**config.mk**
```make
export PLATFORM = sky130hd
export DESIGN_NAME = pad_card_serial_port
export DESIGN_NICKNAME = d
export VERILOG_FILES = /design/src/rtl/pcsp_pkg.sv /design/src/rtl/pad_card_serial_port.sv
export SDC_FILE = /design/constraint.sdc
export NUM_CORES = 1
export LEC_CHECK = 0
export ABC_AREA = 1
export BUFFER_PORTS_ARGS = -buffer_cell sky130_fd_sc_hd__buf_2
export CAP_MARGIN = 30
export CORE_ASPECT_RATIO = 2
export CORE_MARGIN = 4
export CORE_UTILIZATION = 40
export CTS_CLUSTER_DIAMETER = 30
export DETAILED_ROUTE_END_ITERATION = 16
export GPL_ROUTABILITY_DRIVEN = 0
export PLACE_DENSITY_LB_ADDON = 0.15
export REMOVE_ABC_BUFFERS = 1
export SYNTH_ARGS = -nofsm -noshare
export SYNTH_HDL_FRONTEND = slang
export SYNTH_SLANG_ARGS = --single-unit
```
**constraint.sdc**
```tcl
create_clock -name clk -period 2.8 [get_ports clk]
set_input_delay 0.56 -clock clk [delete_from_list [all_inputs] [get_ports clk]]
set_output_delay 0.56 -clock clk [all_outputs]
set_load 0.03 [all_outputs]
```
**src/rtl/pcsp_pkg.sv**
```systemverilog
// Package for the pad/card serial port: register offsets, bit positions,
// request and device operation codes, and the slot selection type.
// No dependencies.
package pcsp_pkg;

  // Request types
  localparam logic [1:0] REQ_READ  = 2'd0;
  localparam logic [1:0] REQ_WRITE = 2'd1;
  localparam logic [1:0] REQ_TICK  = 2'd2;

  // Register byte offsets
  localparam logic [3:0] OFF_DATA   = 4'd0;
  localparam logic [3:0] OFF_STATUS = 4'd4;
  localparam logic [3:0] OFF_MODE   = 4'd8;
  localparam logic [3:0] OFF_CTRL   = 4'd10;
  localparam logic [3:0] OFF_BAUD   = 4'd14;

  // Access sizes
  localparam logic [1:0] SIZE_BYTE = 2'd0;
  localparam logic [1:0] SIZE_HALF = 2'd1;

  // Configuration register indexes
  localparam logic CFG_PAD_PRESENT  = 1'b0;
  localparam logic CFG_CARD_PRESENT = 1'b1;

  // Control bits
  localparam int C_TXEN = 0;
  localparam int C_JOUT = 1;
  localparam int C_RXEN = 2;
  localparam int C_ACKN = 4;
  localparam int C_ACIE = 12;
  localparam int C_SLOT = 13;

  // Status bits and the acknowledge clear mask
  localparam int S_ACK = 7;
  localparam int S_IRQ = 9;
  localparam logic [15:0] STAT_ACK_CLR_MASK = 16'hfdc7;
  localparam logic [15:0] STAT_READ_SET     = 16'h0007;

  // Device select bytes
  localparam logic [15:0] BYTE_PAD_SEL  = 16'h0001;
  localparam logic [7:0]  BYTE_CARD_SEL = 8'h81;

  // Device operations reported with each result
  localparam logic [2:0] OP_NONE       = 3'd0;
  localparam logic [2:0] OP_PAD_WRITE  = 3'd1;
  localparam logic [2:0] OP_PAD_READ   = 3'd2;
  localparam logic [2:0] OP_CARD_XCHG  = 3'd3;
  localparam logic [2:0] OP_CARD_RESET = 3'd4;

  // Countdown width and default delays
  localparam int CNT_W                = 12;
  localparam int PAD_IRQ_DELAY_DEF    = 512;
  localparam int CARD_ACK_DELAY_DEF   = 1024;

  // Device selected in a slot
  typedef enum logic [1:0] {
    SEL_NONE = 2'd0,
    SEL_PAD  = 2'd1,
    SEL_CARD = 2'd2
  } sel_t;

endpackage

```
**src/rtl/pad_card_serial_port.sv**
```systemverilog
// Pad/card serial port: register file, slot selection and ack countdown.
// Depends on pcsp_pkg.
//
// Requests pass through an input register, then a result register, one per
// cycle while out_stall is low; the state update of a request is done as it
// moves from the input register to the result register. Reset (rst_n low,
// synchronous) clears the valid flags, control/status/mode/baud, selections,
// the card answer latch, pending flags, the countdown and the presence bits.
module pad_card_serial_port
  import pcsp_pkg::*;
#(
  parameter int PAD_IRQ_DELAY  = PAD_IRQ_DELAY_DEF,
  parameter int CARD_ACK_DELAY = CARD_ACK_DELAY_DEF
) (
  input  logic        clk,
  input  logic        rst_n,
  // request channel
  input  logic        in_valid,
  output logic        in_stall,
  input  logic [1:0]  in_req_type,
  input  logic [3:0]  in_reg_offset,
  input  logic [1:0]  in_access_size,
  input  logic [15:0] in_wdata,
  input  logic [15:0] in_tick_cycles,
  input  logic [7:0]  in_dev_answer,
  input  logic        in_dev_more,
  // result channel
  output logic        out_valid,
  input  logic        out_stall,
  output logic [31:0] out_rdata,
  output logic        out_irq_pulse,
  output logic [2:0]  out_dev_op,
  output logic        out_dev_slot,
  output logic [7:0]  out_dev_byte,
  // configuration channel
  input  logic        cfg_valid,
  output logic        cfg_ready,
  input  logic        cfg_index,
  input  logic [1:0]  cfg_data
);

  localparam logic [CNT_W-1:0] PAD_DLY  = CNT_W'(PAD_IRQ_DELAY);
  localparam logic [CNT_W-1:0] CARD_DLY = CNT_W'(CARD_ACK_DELAY);

  // Input register
  logic        in_vld_r;
  logic [1:0]  req_r;
  logic [3:0]  off_r;
  logic [1:0]  size_r;
  logic [15:0] wdata_r;
  logic [15:0] tick_r;
  logic [7:0]  ans_r;
  logic        more_r;

  // Block state
  logic [15:0]      ctrl_r, ctrl_nxt;
  logic [15:0]      stat_r, stat_nxt;
  logic [15:0]      mode_r, mode_nxt;
  logic [15:0]      baud_r, baud_nxt;
  sel_t             sel_r [2];
  sel_t             sel_nxt [2];
  logic [7:0]       cans_r, cans_nxt;
  logic             cfull_r, cfull_nxt;
  logic             irqp_r, irqp_nxt;
  logic             ackp_r, ackp_nxt;
  logic [CNT_W-1:0] cnt_r, cnt_nxt;
  logic [1:0]       pad_r, card_r;

  // Result register
  logic        out_vld_r;
  logic [31:0] rdata_r, rdata_nxt;
  logic        irq_r, irq_nxt;
  logic [2:0]  op_r, op_nxt;
  logic        slot_r, slot_nxt;
  logic [7:0]  byte_r, byte_nxt;

  logic out_free;
  logic adv;

  // Handshake: advance when the result register is empty or being drained
  assign out_free  = !out_vld_r || !out_stall;
  assign adv       = in_vld_r && out_free;
  assign in_stall  = in_vld_r && !out_free;
  assign cfg_ready = 1'b1;

  // Capture requests
  always_ff @(posedge clk) begin
    if (!rst_n) begin
      in_vld_r <= 1'b0;
    end else if (!in_stall) begin
      in_vld_r <= in_valid;
    end
    if (in_valid && !in_stall) begin
      req_r   <= in_req_type;
      off_r   <= in_reg_offset;
      size_r  <= in_access_size;
      wdata_r <= in_wdata;
      tick_r  <= in_tick_cycles;
      ans_r   <= in_dev_answer;
      more_r  <= in_dev_more;
    end
  end

  // Compute the next state and the result of the registered request
  always_comb begin
    logic [31:0] rmask;
    logic [31:0] v;
    logic [15:0] w;
    logic [15:0] c;
    logic        slot;
    logic        old;
    logic        pad_here;
    logic        card_here;
    logic        xchg;
    sel_t        sel;

    ctrl_nxt   = ctrl_r;
    stat_nxt   = stat_r;
    mode_nxt   = mode_r;
    baud_nxt   = baud_r;
    sel_nxt[0] = sel_r[0];
    sel_nxt[1] = sel_r[1];
    cans_nxt   = cans_r;
    cfull_nxt  = cfull_r;
    irqp_nxt   = irqp_r;
    ackp_nxt   = ackp_r;
    cnt_nxt    = cnt_r;
    rdata_nxt  = '0;
    irq_nxt    = 1'b0;
    op_nxt     = OP_NONE;
    slot_nxt   = 1'b0;
    byte_nxt   = '0;

    slot      = ctrl_r[C_SLOT];
    old       = ctrl_r[C_SLOT];
    sel       = sel_r[slot];
    pad_here  = pad_r[slot];
    card_here = card_r[slot];
    xchg      = 1'b0;
    v         = '0;
    c         = '0;

    case (size_r)
      SIZE_BYTE: rmask = 32'h0000_00ff;
      SIZE_HALF: rmask = 32'h0000_ffff;
      default:   rmask = 32'hffff_ffff;
    endcase
    w = (size_r == SIZE_BYTE) ? {8'h00, wdata_r[7:0]} : wdata_r;

    case (req_r)
      REQ_READ: begin
        case (off_r)
          OFF_DATA: begin
            if (cfull_r) begin
              cfull_nxt = 1'b0;
              v = {24'h0, cans_r};
            end else if (sel != SEL_PAD && sel != SEL_CARD) begin
              v = 32'hffff_ffff;
            end else if (!ctrl_r[C_JOUT] && !ctrl_r[C_RXEN]) begin
              v = 32'hffff_ffff;
            end else if (sel == SEL_PAD) begin
              if (!pad_here) begin
                sel_nxt[slot] = SEL_NONE;
                v = 32'hffff_ffff;
              end else begin
                op_nxt   = OP_PAD_READ;
                slot_nxt = slot;
                if (!more_r) sel_nxt[slot] = SEL_NONE;
                v = {24'h0, ans_r};
              end
            end else begin
              if (!card_here) sel_nxt[slot] = SEL_NONE;
              v = 32'hffff_ffff;
            end
          end
          OFF_STATUS: begin
            v = {16'h0, stat_r | STAT_READ_SET};
            stat_nxt[S_ACK] = 1'b0;
          end
          OFF_MODE: v = {16'h0, mode_r};
          OFF_CTRL: v = {16'h0, ctrl_r};
          OFF_BAUD: v = {16'h0, baud_r};
          default:  v = '0;
        endcase
        rdata_nxt = v & rmask;
      end

      REQ_WRITE: begin
        case (off_r)
          OFF_DATA: begin
            if (ctrl_r[C_TXEN]) begin
              cfull_nxt = 1'b0;
              if (sel != SEL_PAD && sel != SEL_CARD) begin
                // nothing selected: the first byte picks the device
                sel_nxt[slot] = SEL_NONE;
                if (w == BYTE_PAD_SEL) begin
                  sel_nxt[slot] = SEL_PAD;
                  if (pad_here && ctrl_r[C_ACIE]) cnt_nxt = PAD_DLY;
                end else if (w == {8'h00, BYTE_CARD_SEL}) begin
                  sel_nxt[slot] = SEL_CARD;
                  xchg = card_here;
                end
              end else if (sel == SEL_CARD) begin
                if (!card_here) sel_nxt[slot] = SEL_NONE;
                else xchg = 1'b1;
              end else if (!pad_here) begin
                sel_nxt[slot] = SEL_NONE;
              end else begin
                op_nxt   = OP_PAD_WRITE;
                slot_nxt = slot;
                byte_nxt = w[7:0];
                if (!more_r) sel_nxt[slot] = SEL_NONE;
                if (ctrl_r[C_ACIE]) begin
                  irqp_nxt = 1'b1;
                  cnt_nxt  = PAD_DLY;
                end
              end
              // card byte exchange: latch the answer, arm the ack countdown if more follows and ACIE is set
              if (xchg) begin
                op_nxt    = OP_CARD_XCHG;
                slot_nxt  = slot;
                byte_nxt  = w[7:0];
                cans_nxt  = ans_r;
                cfull_nxt = 1'b1;
                if (more_r) begin
                  if (ctrl_r[C_ACIE]) begin
                    irqp_nxt = 1'b1;
                    ackp_nxt = 1'b1;
                    cnt_nxt  = (w[7:0] == BYTE_CARD_SEL) ? PAD_DLY : CARD_DLY;
                  end
                end else begin
                  sel_nxt[slot] = SEL_NONE;
                end
              end
            end
          end
          OFF_MODE: mode_nxt = w;
          OFF_CTRL: begin
            c = w;
            if (!c[C_JOUT]) begin
              c[C_SLOT]    = 1'b0;
              sel_nxt[old] = SEL_NONE;
              if (card_r[old]) begin
                op_nxt   = OP_CARD_RESET;
                slot_nxt = old;
              end
            end
            if (c[C_ACKN]) begin
              stat_nxt  = stat_r & STAT_ACK_CLR_MASK;
              c[C_ACKN] = 1'b0;
            end
            ctrl_nxt = c;
          end
          OFF_BAUD: baud_nxt = w;
          default: ;
        endcase
      end

      REQ_TICK: begin
        // run the countdown down; expiry raises the interrupt and saturates
        if (cnt_r != '0) begin
          if (tick_r >= {{(16-CNT_W){1'b0}}, cnt_r}) begin
            irq_nxt = 1'b1;
            if (irqp_r) begin
              stat_nxt[S_IRQ] = 1'b1;
              irqp_nxt = 1'b0;
            end
            if (ackp_r) begin
              stat_nxt[S_ACK] = 1'b1;
              ackp_nxt = 1'b0;
            end
            cnt_nxt = '0;
          end else begin
            cnt_nxt = cnt_r - tick_r[CNT_W-1:0];
          end
        end
      end

      default: ;
    endcase
  end

  // Update state on each request that moves to the result register
  always_ff @(posedge clk) begin
    if (!rst_n) begin
      ctrl_r   <= '0;
      stat_r   <= '0;
      mode_r   <= '0;
      baud_r   <= '0;
      sel_r[0] <= SEL_NONE;
      sel_r[1] <= SEL_NONE;
      cans_r   <= '0;
      cfull_r  <= 1'b0;
      irqp_r   <= 1'b0;
      ackp_r   <= 1'b0;
      cnt_r    <= '0;
    end else if (adv) begin
      ctrl_r   <= ctrl_nxt;
      stat_r   <= stat_nxt;
      mode_r   <= mode_nxt;
      baud_r   <= baud_nxt;
      sel_r[0] <= sel_nxt[0];
      sel_r[1] <= sel_nxt[1];
      cans_r   <= cans_nxt;
      cfull_r  <= cfull_nxt;
      irqp_r   <= irqp_nxt;
      ackp_r   <= ackp_nxt;
      cnt_r    <= cnt_nxt;
    end
  end

  // Take configuration writes
  always_ff @(posedge clk) begin
    if (!rst_n) begin
      pad_r  <= '0;
      card_r <= '0;
    end else if (cfg_valid && cfg_ready) begin
      case (cfg_index)
        CFG_PAD_PRESENT:  pad_r  <= cfg_data;
        CFG_CARD_PRESENT: card_r <= cfg_data;
        default: ;
      endcase
    end
  end

  // Hold the result until it is taken
  always_ff @(posedge clk) begin
    if (!rst_n) begin
      out_vld_r <= 1'b0;
    end else if (out_free) begin
      out_vld_r <= in_vld_r;
    end
    if (adv) begin
      rdata_r <= rdata_nxt;
      irq_r   <= irq_nxt;
      op_r    <= op_nxt;
      slot_r  <= slot_nxt;
      byte_r  <= byte_nxt;
    end
  end

  assign out_valid     = out_vld_r;
  assign out_rdata     = rdata_r;
  assign out_irq_pulse = irq_r;
  assign out_dev_op    = op_r;
  assign out_dev_slot  = slot_r;
  assign out_dev_byte  = byte_r;

endmodule

```
# Word level (Yosys, flattened, before mapping)

Memories as Yosys holds them, arrays and structs flattened. A register that Yosys moved wholly into a read port is not among the register bits.
Index checks and enable logic that the tools add are counted.

Bitwise operators: 15
Reductions and logical operators: 35
Add/subtract/negate cells: 1
Magnitude comparators: 4
Equality and inequality tests: 27
Multiplexer cells: 136

Operators by type and width:

| operator            | count |
|---|---|
| $mux 32             | 6 |
| $pmux 32 s5         | 1 |
| $mux 12             | 13 |
| $mux 4              | 19 |
| $pmux 32 s2         | 1 |
| $mux 1              | 62 |
| $and 32x32->32      | 1 |
| $mux 8              | 4 |
| $pmux 12 s2         | 1 |
| $ne 2x2->1 const B  | 11 |
| $mux 10             | 2 |
| $mux 2              | 9 |
| $eq 16x1->1 const B | 1 |
| $eq 16x8->1 const B | 1 |
| $ge 16x12->1        | 1 |
| $mux 16             | 1 |
| $pmux 4 s2          | 2 |
| $reduce_and 5->1    | 3 |
| $reduce_and 7->1    | 2 |
| $eq 4x4->1 const B  | 3 |
| $mux 3              | 4 |
| $pmux 1 s2          | 6 |
| $pmux 3 s2          | 2 |
| $reduce_and 3->1    | 4 |
| 30 further kinds    | 58 |

Memory bits (writable): 4
Input bits: 57
Memories: 1
Flip-flop bits (word level): 172
Logic and storage cells: 245

Memories:

| memory | depth | bits a word | read ports | clocked after Yosys merged registers in | wr ports | RTL line                   | source |
|---|---|---|---|---|---|---|---|
| sel_r  | 2     | 2           | 3          | 1                                       | 2        | pad_card_serial_port.sv:60 | `sel_t sel_r [2];` |

# Logic depth before layout (Yosys ltp)

Gate-level depths: netlist of run 1.

Depth after elaboration: 21
Mapped depth: 17
Mapped depth without buffers: 16

# Least setup slack after synthesis of run 1

No wires, ideal clock.

Path kind: input -> register
Start point: input port out_stall
End point: register cnt_r[7]
Cell stages on the path: 9
Setup slack: 0.360 ns
Arrival: 2.323 ns
Setup time: 0.117 ns
Buffers on the path: 1
Cells stage by stage: nand2_1 nand2_1 inv_1 nand2_1 a21oi_4 buf_6 o21ai_1 nor2_1 nor2_1

Longest elaborated chain between the ends: 4

Ends and longest elaborated chain:

| element                           | RTL line                    | source |
|---|---|---|
| start: declaration                | pad_card_serial_port.sv:29  | `input logic out_stall,` |
| $logic_not 1->1                   | pad_card_serial_port.sv:81  | `assign out_free = !out_vld_r \|\| !out_stall;` |
| $logic_or 1x1->1                  | pad_card_serial_port.sv:81  |  |
| $logic_and 1x1->1                 | pad_card_serial_port.sv:82  | `assign adv = in_vld_r && out_free;` |
| net adv                           | pad_card_serial_port.sv:78  | `logic adv;` |
| $reduce_and 5->1 (no source line) | --                          |  |
| end signal: assignment            | pad_card_serial_port.sv:308 | `cnt_r <= cnt_nxt;` |
| end: declaration                  | pad_card_serial_port.sv:66  | `logic [CNT_W-1:0] cnt_r, cnt_nxt;` |

The timed path passes the listed nets, and every way through them passes these cells.
A chain may end at the register's enable or synchronous reset.

==> impl_metrics.csv, run 1 <==
group,metric,value,unit
setup_path,worst-endpoint-arrival,2.60,ns
synth,synth_top_area_share,31.8,%
global_routing,grt_overflow,0,
cts,cts_tree,"built",
status,status,"finished, final reports clean",
timing,slew_headroom,57.2,%
pwr,power,5.50,mW
setup_path,crit_required,2.97,ns
synth,synth-seq-cells,162,
layout,regArea,0.00407,mm²
synth,synth_warnings,0,
layout,syn_to_final_growth,17.2,%
job,max-cap-violations,0,
floorplan,die_area,0.0220,mm²
floorplan,core.rowCount,72,
pwr,leakage,3.75,nW
setup_path,cp_max_fo,9,
layout,fin_nets,1085,
timing,finalCriticalPeriod,2.43,ns
min_path,min_path_type,"input port to register",
detailed_routing,drt_iter0_drc,414,
detailed_routing,drc,0,
cts,clk-insertion-delay-late,0.43,ns
layout,num_antenna_cells,0,
timing,slew_violations,0,
setup_path,crit_chain,"o21ai_0 > inv_1 > ha_1 > nor3_1 > nand2_1 > o221ai_1 > a21oi_1",
timing,finClkSkew,0.0111,ns
floorplan,core,0.0193,mm²
cts,postCtsSetupBuffers,0,
placed_design,dpl-instance-area,0.00858,mm²
synth,ys_seq_area_share,52.0,%
synth,yosys.cell_types.count,45,
setup_path,crit_path_max_incr_delay,0.42,ns
layout,fillers,1949,
timing,tightestPinTransition,0.641,ns
timing,finalHoldViolations,0,
cts,cts_num_sinks,162,
global_routing,grt_pass1_vias,6538,
synth,synth_edf_count,83,
synth,syn_area_per_cell,8.68,µm²
synth,yosys-top-cells-count,"nand2_1, inv_1, a21oi_1",
detailed_routing,ant_nets,0,
cts,hold_buffers,0,
setup_path,critPathKind,"register to register",
setup_path,cp_slowest_cell,"edfxtp_1",
cts,cts_resized,0,
timing,grt_setup_unrepaired,"no",
timing,setup-violations-final,0,
synth,yosys.cell_count.top_type,"nand2_1",
detailed_routing,dr_total_vias,6521,
detailed_routing,drtPass1Iterations,5,
placed_design,io_buffers,103,
pwr,peakVddDrop,0.361,mV
global_routing,grt_pass1_wl,33900,µm
layout,multi_input_area,0.00304,mm²
cts,cts_buffers,17,
setup_path,rrSetupSlack,0.37,ns
timing,period_share,86.7,%
synth,yosys-top-cells-area,"edfxtp_1, dfxtp_1, nand2_1",
synth,syn-cell-area,0.00783,mm²
synth,synth_top_area_cell,"edfxtp_1",
pwr,power.density,599,mW/mm²
floorplan,die_w,107,µm
synth,synthArstFlopShare,0,%
cts,path_clk_slew,0.07,ns
detailed_routing,routedWlPerCell,17.1,µm
layout,stdcell_area,0.00918,mm²
detailed_routing,vias_per_cell,5.12,
detailed_routing,routed_wl,21800,µm
global_routing,antenna_found_initial,0,
layout,drive_gt1_share,17.4,%
synth,netlist_instances,902,
global_routing,track_usage,20.4,%
floorplan,chipHeight,206,µm
placed_design,hpwl,16300,µm
cts,ctsHtreeMaxLevel,4,
cts,clock_path_buffers,2,
global_routing,grt_start_max_net_pins,40,
setup_path,worstSetupEndpointType,"register",
timing,clock.fmax,0.412,GHz
setup_path,cp-start-kind,"register",
synth,synth_flop_cell,"edfxtp_1",
floorplan,io_pins,105,
cts,cts-root-buf,"clkbuf_16",
floorplan,initial_core_util,40.6,%
==> cells by family (layout without fill, tap and decap cells) <==
| logic type | after synthesis | in the layout | share of synthesized area [%] |
|---|---|---|---|
| flops | 162 | 162 | 52.0 |
| xor+xnor | 7 | 7 | 0.783 |
| simple gates | 297 | 297 | 16.3 |
| compound gates | 244 | 244 | 17.4 |
| fa+ha+maj | 26 | 26 | 4.25 |
| other cells | 1 | 1 | 0.0479 |
| buf+inv | 165 | 278 | 9.25 |
==> state kept, by name, indices dropped and copies added, names as in the netlist, 3 cells and up, named ones only <==
name          cells
out_rdata        17
baud_r           16
mode_r           16
tick_r           16
wdata_r          16
ctrl_r           15
cnt_r            12
ans_r             8
cans_r            8
out_dev_byte      8
off_r             4
sel_r             4
out_dev_op        3
==> cell type report <==
class	instances	share of cell area, %
tap	259	3.53
sequential	162	44.4
clock inverter	8	0.641
timing repair buffer	124	7.47
inverter	122	4.99
clock buffer	24	5.94
multi-input combinational	575	33.1
==> worst max-delay path: cells and delay by family (launching register included) <==
family                     cells  cell delay, ns
buffers and inverters          1            0.07
AOI/OAI and AO/OA              3            0.62
adders and majority gates      1            0.41
and+or+nand+nor                2            0.65
DFF                            1            0.42
==> layout by cell type (no fill, tap or decap), types with 4 or more instances in the layout <==
cell type  instances
a211oi_1           4
a21oi_1          100
a221oi_1           8
a31oi_1            5
a41oi_1            5
buf_2            103
buf_4             20
clkbuf_16         20
clkinv_1           5
dfxtp_1           79
edfxtp_1          83
ha_1              25
inv_1            109
inv_2              8
nand2_1          144
nand2_2            4
nand3_1           29
nand4_1           11
nor2_1            81
nor3_1            18
o21ai_0           89
o21ai_1            9
o221ai_1           8
o22ai_1            4
xor2_1             5
==> per-layer routing <==
| metal | vias up | GRT usage, % | wire [µm] |
|---|---|---|---|
| met1 | 3036 | 20.3 | 7920 |
| li1 | 3250 | - | - |
| met2 | 181 | 39.9 | 12300 |
| met5 | - | 0 | 0 |
| met4 | 0 | 10.5 | 872 |
| met3 | 54 | 3.03 | 691 |
==> per-stage QoR <==
step / TNS (ns) / utilization [%] / setup slack, ns / hold WS (ns) / instances
6_report: 0 / 47.6 / 0.374 / 0.300 / 1274
2_1_floorplan: -15.44 / - / -0.965 / 0.423 / 859
3_5_place_dp: 0 / 44.5 / 0.430 / 0.438 / 1242
4_1_cts: 0 / 47.6 / 0.387 / 0.282 / 1274
3_3_place_gp: 0 / 44.5 / 0.404 / 0.434 / 1242
5_1_grt: 0 / 47.6 / 0.159 / 0.285 / 1274
==> report_power, final <==
part	switching (mW)	total [mW]	internal, mW	leakage [nW]
Clock	0.970	2.34	1.37	0.301
Combinational	0.363	0.525	0.162	2.01
Sequential	0.0506	2.63	2.58	1.43
Total	1.38	5.50	4.12	3.75
==> worst paths after layout <==
path                     start            to  depth (start not counted)
max reg2reg        sel_r[0][1]  out_rdata[6]                          7
max                sel_r[0][1]  out_rdata[6]                          7
min reg2reg          cans_r[0]     cans_r[0]                          2
min          in_tick_cycles[1]     tick_r[1]                          1
Note: power is estimated with default switching activity, not from simulation.
==> run 2: changes to the inputs <==
--- a/config.mk
+++ b/config.mk
@@ -5,7 +5,7 @@
 export SDC_FILE = /design/constraint.sdc
 export NUM_CORES = 1
 export LEC_CHECK = 0
-export ABC_AREA = 1
+export ABC_AREA = 0
 export BUFFER_PORTS_ARGS = -buffer_cell sky130_fd_sc_hd__buf_2
 export CAP_MARGIN = 30
 export CORE_ASPECT_RATIO = 2
==> run 2 against run 1 <==
Via count fell by 1.9%. Clock-buffer cell count up 3. Setup slack worse by 0.22 ns. Synthesized area increased by 1.2%. Synthesized cell count fell by 12%. Global-route usage decreased by 0.27 points. Critical path type unchanged. Critical endpoint is now sel_r[1][1].
==> impl_metrics.csv, run 2 <==
group,metric,value,unit
layout,syn_to_final_growth,15.6,%
timing,fin_ws,0.151,ns
placed_design,hpwl,16500,µm
detailed_routing,drc,0,
setup_path,r2r-end,"sel_r[1][1]",
detailed_routing,vias_per_cell,5.55,
synth,ys_seq_area_share,51.4,%
cts,path_clk_slew,0.06,ns
setup_path,worst-endpoint-arrival,2.92,ns
layout,largest_reg_flops,17,
cts,cts_num_sinks,162,
floorplan,die_w,108,µm
global_routing,grt_pass1_wl,34500,µm
timing,finalCriticalPeriod,2.65,ns
timing,tightestPinTransition,0.809,ns
setup_path,worstSetupEndpointType,"register",
synth,yosys-top-cells-count,"nand2_1, edfxtp_1, dfxtp_1",
synth,netlist_instances,798,
floorplan,io_pins,105,
setup_path,rr_worst_depth,10,
status,status,"finished, final reports clean",
synth,synth-compound-area-share,17.0,%
timing,finalHoldViolations,0,
pwr,leakage,3.29,nW
synth,synth_top_area_share,31.4,%
floorplan,core.rowCount,72,
synth,synth_flop_cell,"edfxtp_1",
timing,finClkSkew,0.00878,ns
min_path,hold_start,"in_wdata[8]",
setup_path,critPathKind,"register to register",
setup_path,cp-start-kind,"register",
synth,synth_xor_area_share,0.663,%
layout,drive_gt1_share,20.1,%
synth,synth_top_area_cell,"edfxtp_1",
timing,setup-violations-final,0,
global_routing,grt_start_max_net_pins,53,
synth,yosys.cell_types.count,81,
timing,period_share,94.6,%
synth,synth_top_family_by_area,"simple AND/OR/NAND/NOR gates",
setup_path,cp_max_fo,8,
timing,grt_setup_unrepaired,"no",
synth,yosys.cell_count.top_type,"nand2_1",
pwr,intPower,3.99,mW
global_routing,grt_overflow,0,
cts,cts_tree,"built",
min_path,worstHoldEndpoint,"wdata_r[8]",
global_routing,track_usage,20.2,%
cts,postCtsSetupBuffers,0,
setup_path,rrSetupSlack,0.15,ns
setup_path,crit_path_max_incr_delay,0.69,ns
cts,ctsHtreeMaxLevel,4,
layout,final_cell_mix,"nand2_1, buf_2, edfxtp_1, dfxtp_1, a21oi_1",
floorplan,chipHeight,207,µm
detailed_routing,routed_wl,22100,µm
detailed_routing,ant_nets,0,
timing,slew_headroom,45.7,%
timing,tns,0,ns
cts,clock_path_buffers,2,
min_path,min_path_type,"input port to register",
cts,clk-insertion-delay-late,0.42,ns
pwr,power,5.21,mW
job,max-cap-violations,0,
synth,synth_warnings,0,
pwr,switchingPower,1.22,mW
synth,syn_area_per_cell,9.93,µm²
cts,cts-root-buf,"clkbuf_16",
cts,hold_buffers,0,
layout,fillers,1941,
floorplan,core,0.0195,mm²
setup_path,crit_required,3.08,ns
placed_design,place_ws,0.115,ns
pwr,combPwrFrac,7.7,%
pwr,power.density,568,mW/mm²
pwr,swShare,23.4,%
synth,synth_edf_count,83,
detailed_routing,routedWlPerCell,19.2,µm
setup_path,crit_top_cell,"inv_1",
synth,synth-seq-cells,162,
detailed_routing,dr_total_vias,6398,
setup_path,cp_slowest_cell,"a2111oi_0",
setup_path,crit_chain,"nand2_1 > o21a_1 > inv_1 > ha_1 > nor2b_1 > inv_1 > o31ai_4 > a2111oi_0 > o21ai_0 > o21ai_1",
synth,yosys-top-cells-area,"edfxtp_1, dfxtp_1, nand2_1",
layout,num_antenna_cells,0,
pwr,power_frac_seq,50.5,%
timing,holdWs,0.308,ns
global_routing,antenna_found_initial,1,
detailed_routing,drtPass1Iterations,7,
timing,clock.fmax,0.377,GHz
layout,fin_nets,964,
floorplan,initial_core_util,40.7,%
layout,layout_commonest_cell,"nand2_1",
pwr,peakVddDrop,0.485,mV
global_routing,grt_pass1_vias,6595,
pwr,p_clk_share,41.8,%
synth,synthSimpleGateAreaFrac,18.5,%
synth,syn-cell-area,0.00793,mm²
floorplan,die_area,0.0223,mm²
synth,synthArstFlopShare,0,%
placed_design,io_buffers,103,
synth,synth_mux_area_share,1.42,%
timing,slew_violations,0,
synth,synthAdderAreaFrac,4.20,%
detailed_routing,drt_iter0_drc,428,
min_path,holdPathStages,1,
cts,cts_buffers,17,
setup_path,r2r_start,"sel_r[1][1]",
run 2: cell types whose count changed after synthesis, sizes merged, moves of 11 or more:
cell	before	now
inv	117	39
o21ai	98	35
nand3	31	48
a21boi	1	16
a21oi	102	75
nor2	86	24
nand2b	0	13
nand2	148	109
clkbuf	14	30
a222oi	0	11
nor4	0	12
nor2b	0	20
run 2: cell families after synthesis:
family,Yosys count
XOR/XNOR,6
AND/OR/NAND/NOR,281
adder cells (fa/ha/maj),26
flip-flops,162
other,1
multiplexers,11
AO/OA/AOI/OAI,203
buffers and inverters,108
run 2: layout make-up:
cell class | count | area, µm² | area share (%)
clock inverter | 5 | 25.0 | 0.273
clock buffer | 27 | 527 | 5.75
sequential | 162 | 4070 | 44.4
timing repair buffer | 132 | 733 | 8.00
inverter | 40 | 150 | 1.64
multi-input combinational | 528 | 3330 | 36.4
tap | 259 | 324 | 3.54
run 2: what timing repair did:
action	4_1_cts	5_1_grt
endpoints found under the hold margin	0	0
setup endpoints to repair	0	9
resized for setup	0	1
run 2: stage by stage:
| stage | cells | instance area, µm² | utilization (%) |
|---|---|---|---|
| after floorplan | 730 | 7540 | - |
| after global placement | 1121 | 8610 | 44.2 |
| after detailed placement | 1121 | 8610 | 44.2 |
| after CTS | 1153 | 9160 | 47.1 |
| after global routing | 1153 | 9170 | 47.1 |
| final | 1153 | 9170 | 47.1 |
run 2: how the worst max path moves through the flow:
stage / start / endpoint / slack (ns) / cells after the start
floorplan: out_rdata[30] / out_rdata[16] / -0.97 / 0
global placement: sel_r[1][1] / cnt_r[1] / 0.30 / 10
detailed placement: sel_r[1][1] / cnt_r[2] / 0.12 / 10
CTS: sel_r[1][1] / cnt_r[2] / 0.10 / 10
global route: sel_r[1][1] / cnt_r[5] / 0.003 / 10
finish: sel_r[1][1] / sel_r[1][1] / 0.15 / 10
run 2: per-layer routing:
layer / global-route usage, % / wire [µm] / share of wire (%)
met1: 18.4 / 7330 / 33
met2: 39.0 / 12800 / 58
met5: 0 / 12 / 0.054
met4: 12.4 / 1180 / 5.3
met3: 3.77 / 871 / 3.9
run 2: power by group through the flow:
| stage | Sequential, mW | Combinational [mW] | Clock, mW |
|---|---|---|---|
| floorplan | 2.73 | 0.168 | 0 |
| global placement | 2.68 | 0.395 | 0 |
| detailed placement | 2.68 | 0.402 | 0 |
| CTS | 2.63 | 0.404 | 2.24 |
| global route | 2.64 | 0.435 | 2.33 |
| finish | 2.63 | 0.402 | 2.18 |
run 2: critical path, delay by kind of cell (launching register included):
kind / cells / cell delay [ns]
flops: 1 / 0.41
fa+ha+maj: 1 / 0.41
simple gates: 2 / 0.23
compound gates: 5 / 1.28
buf+inv: 2 / 0.17
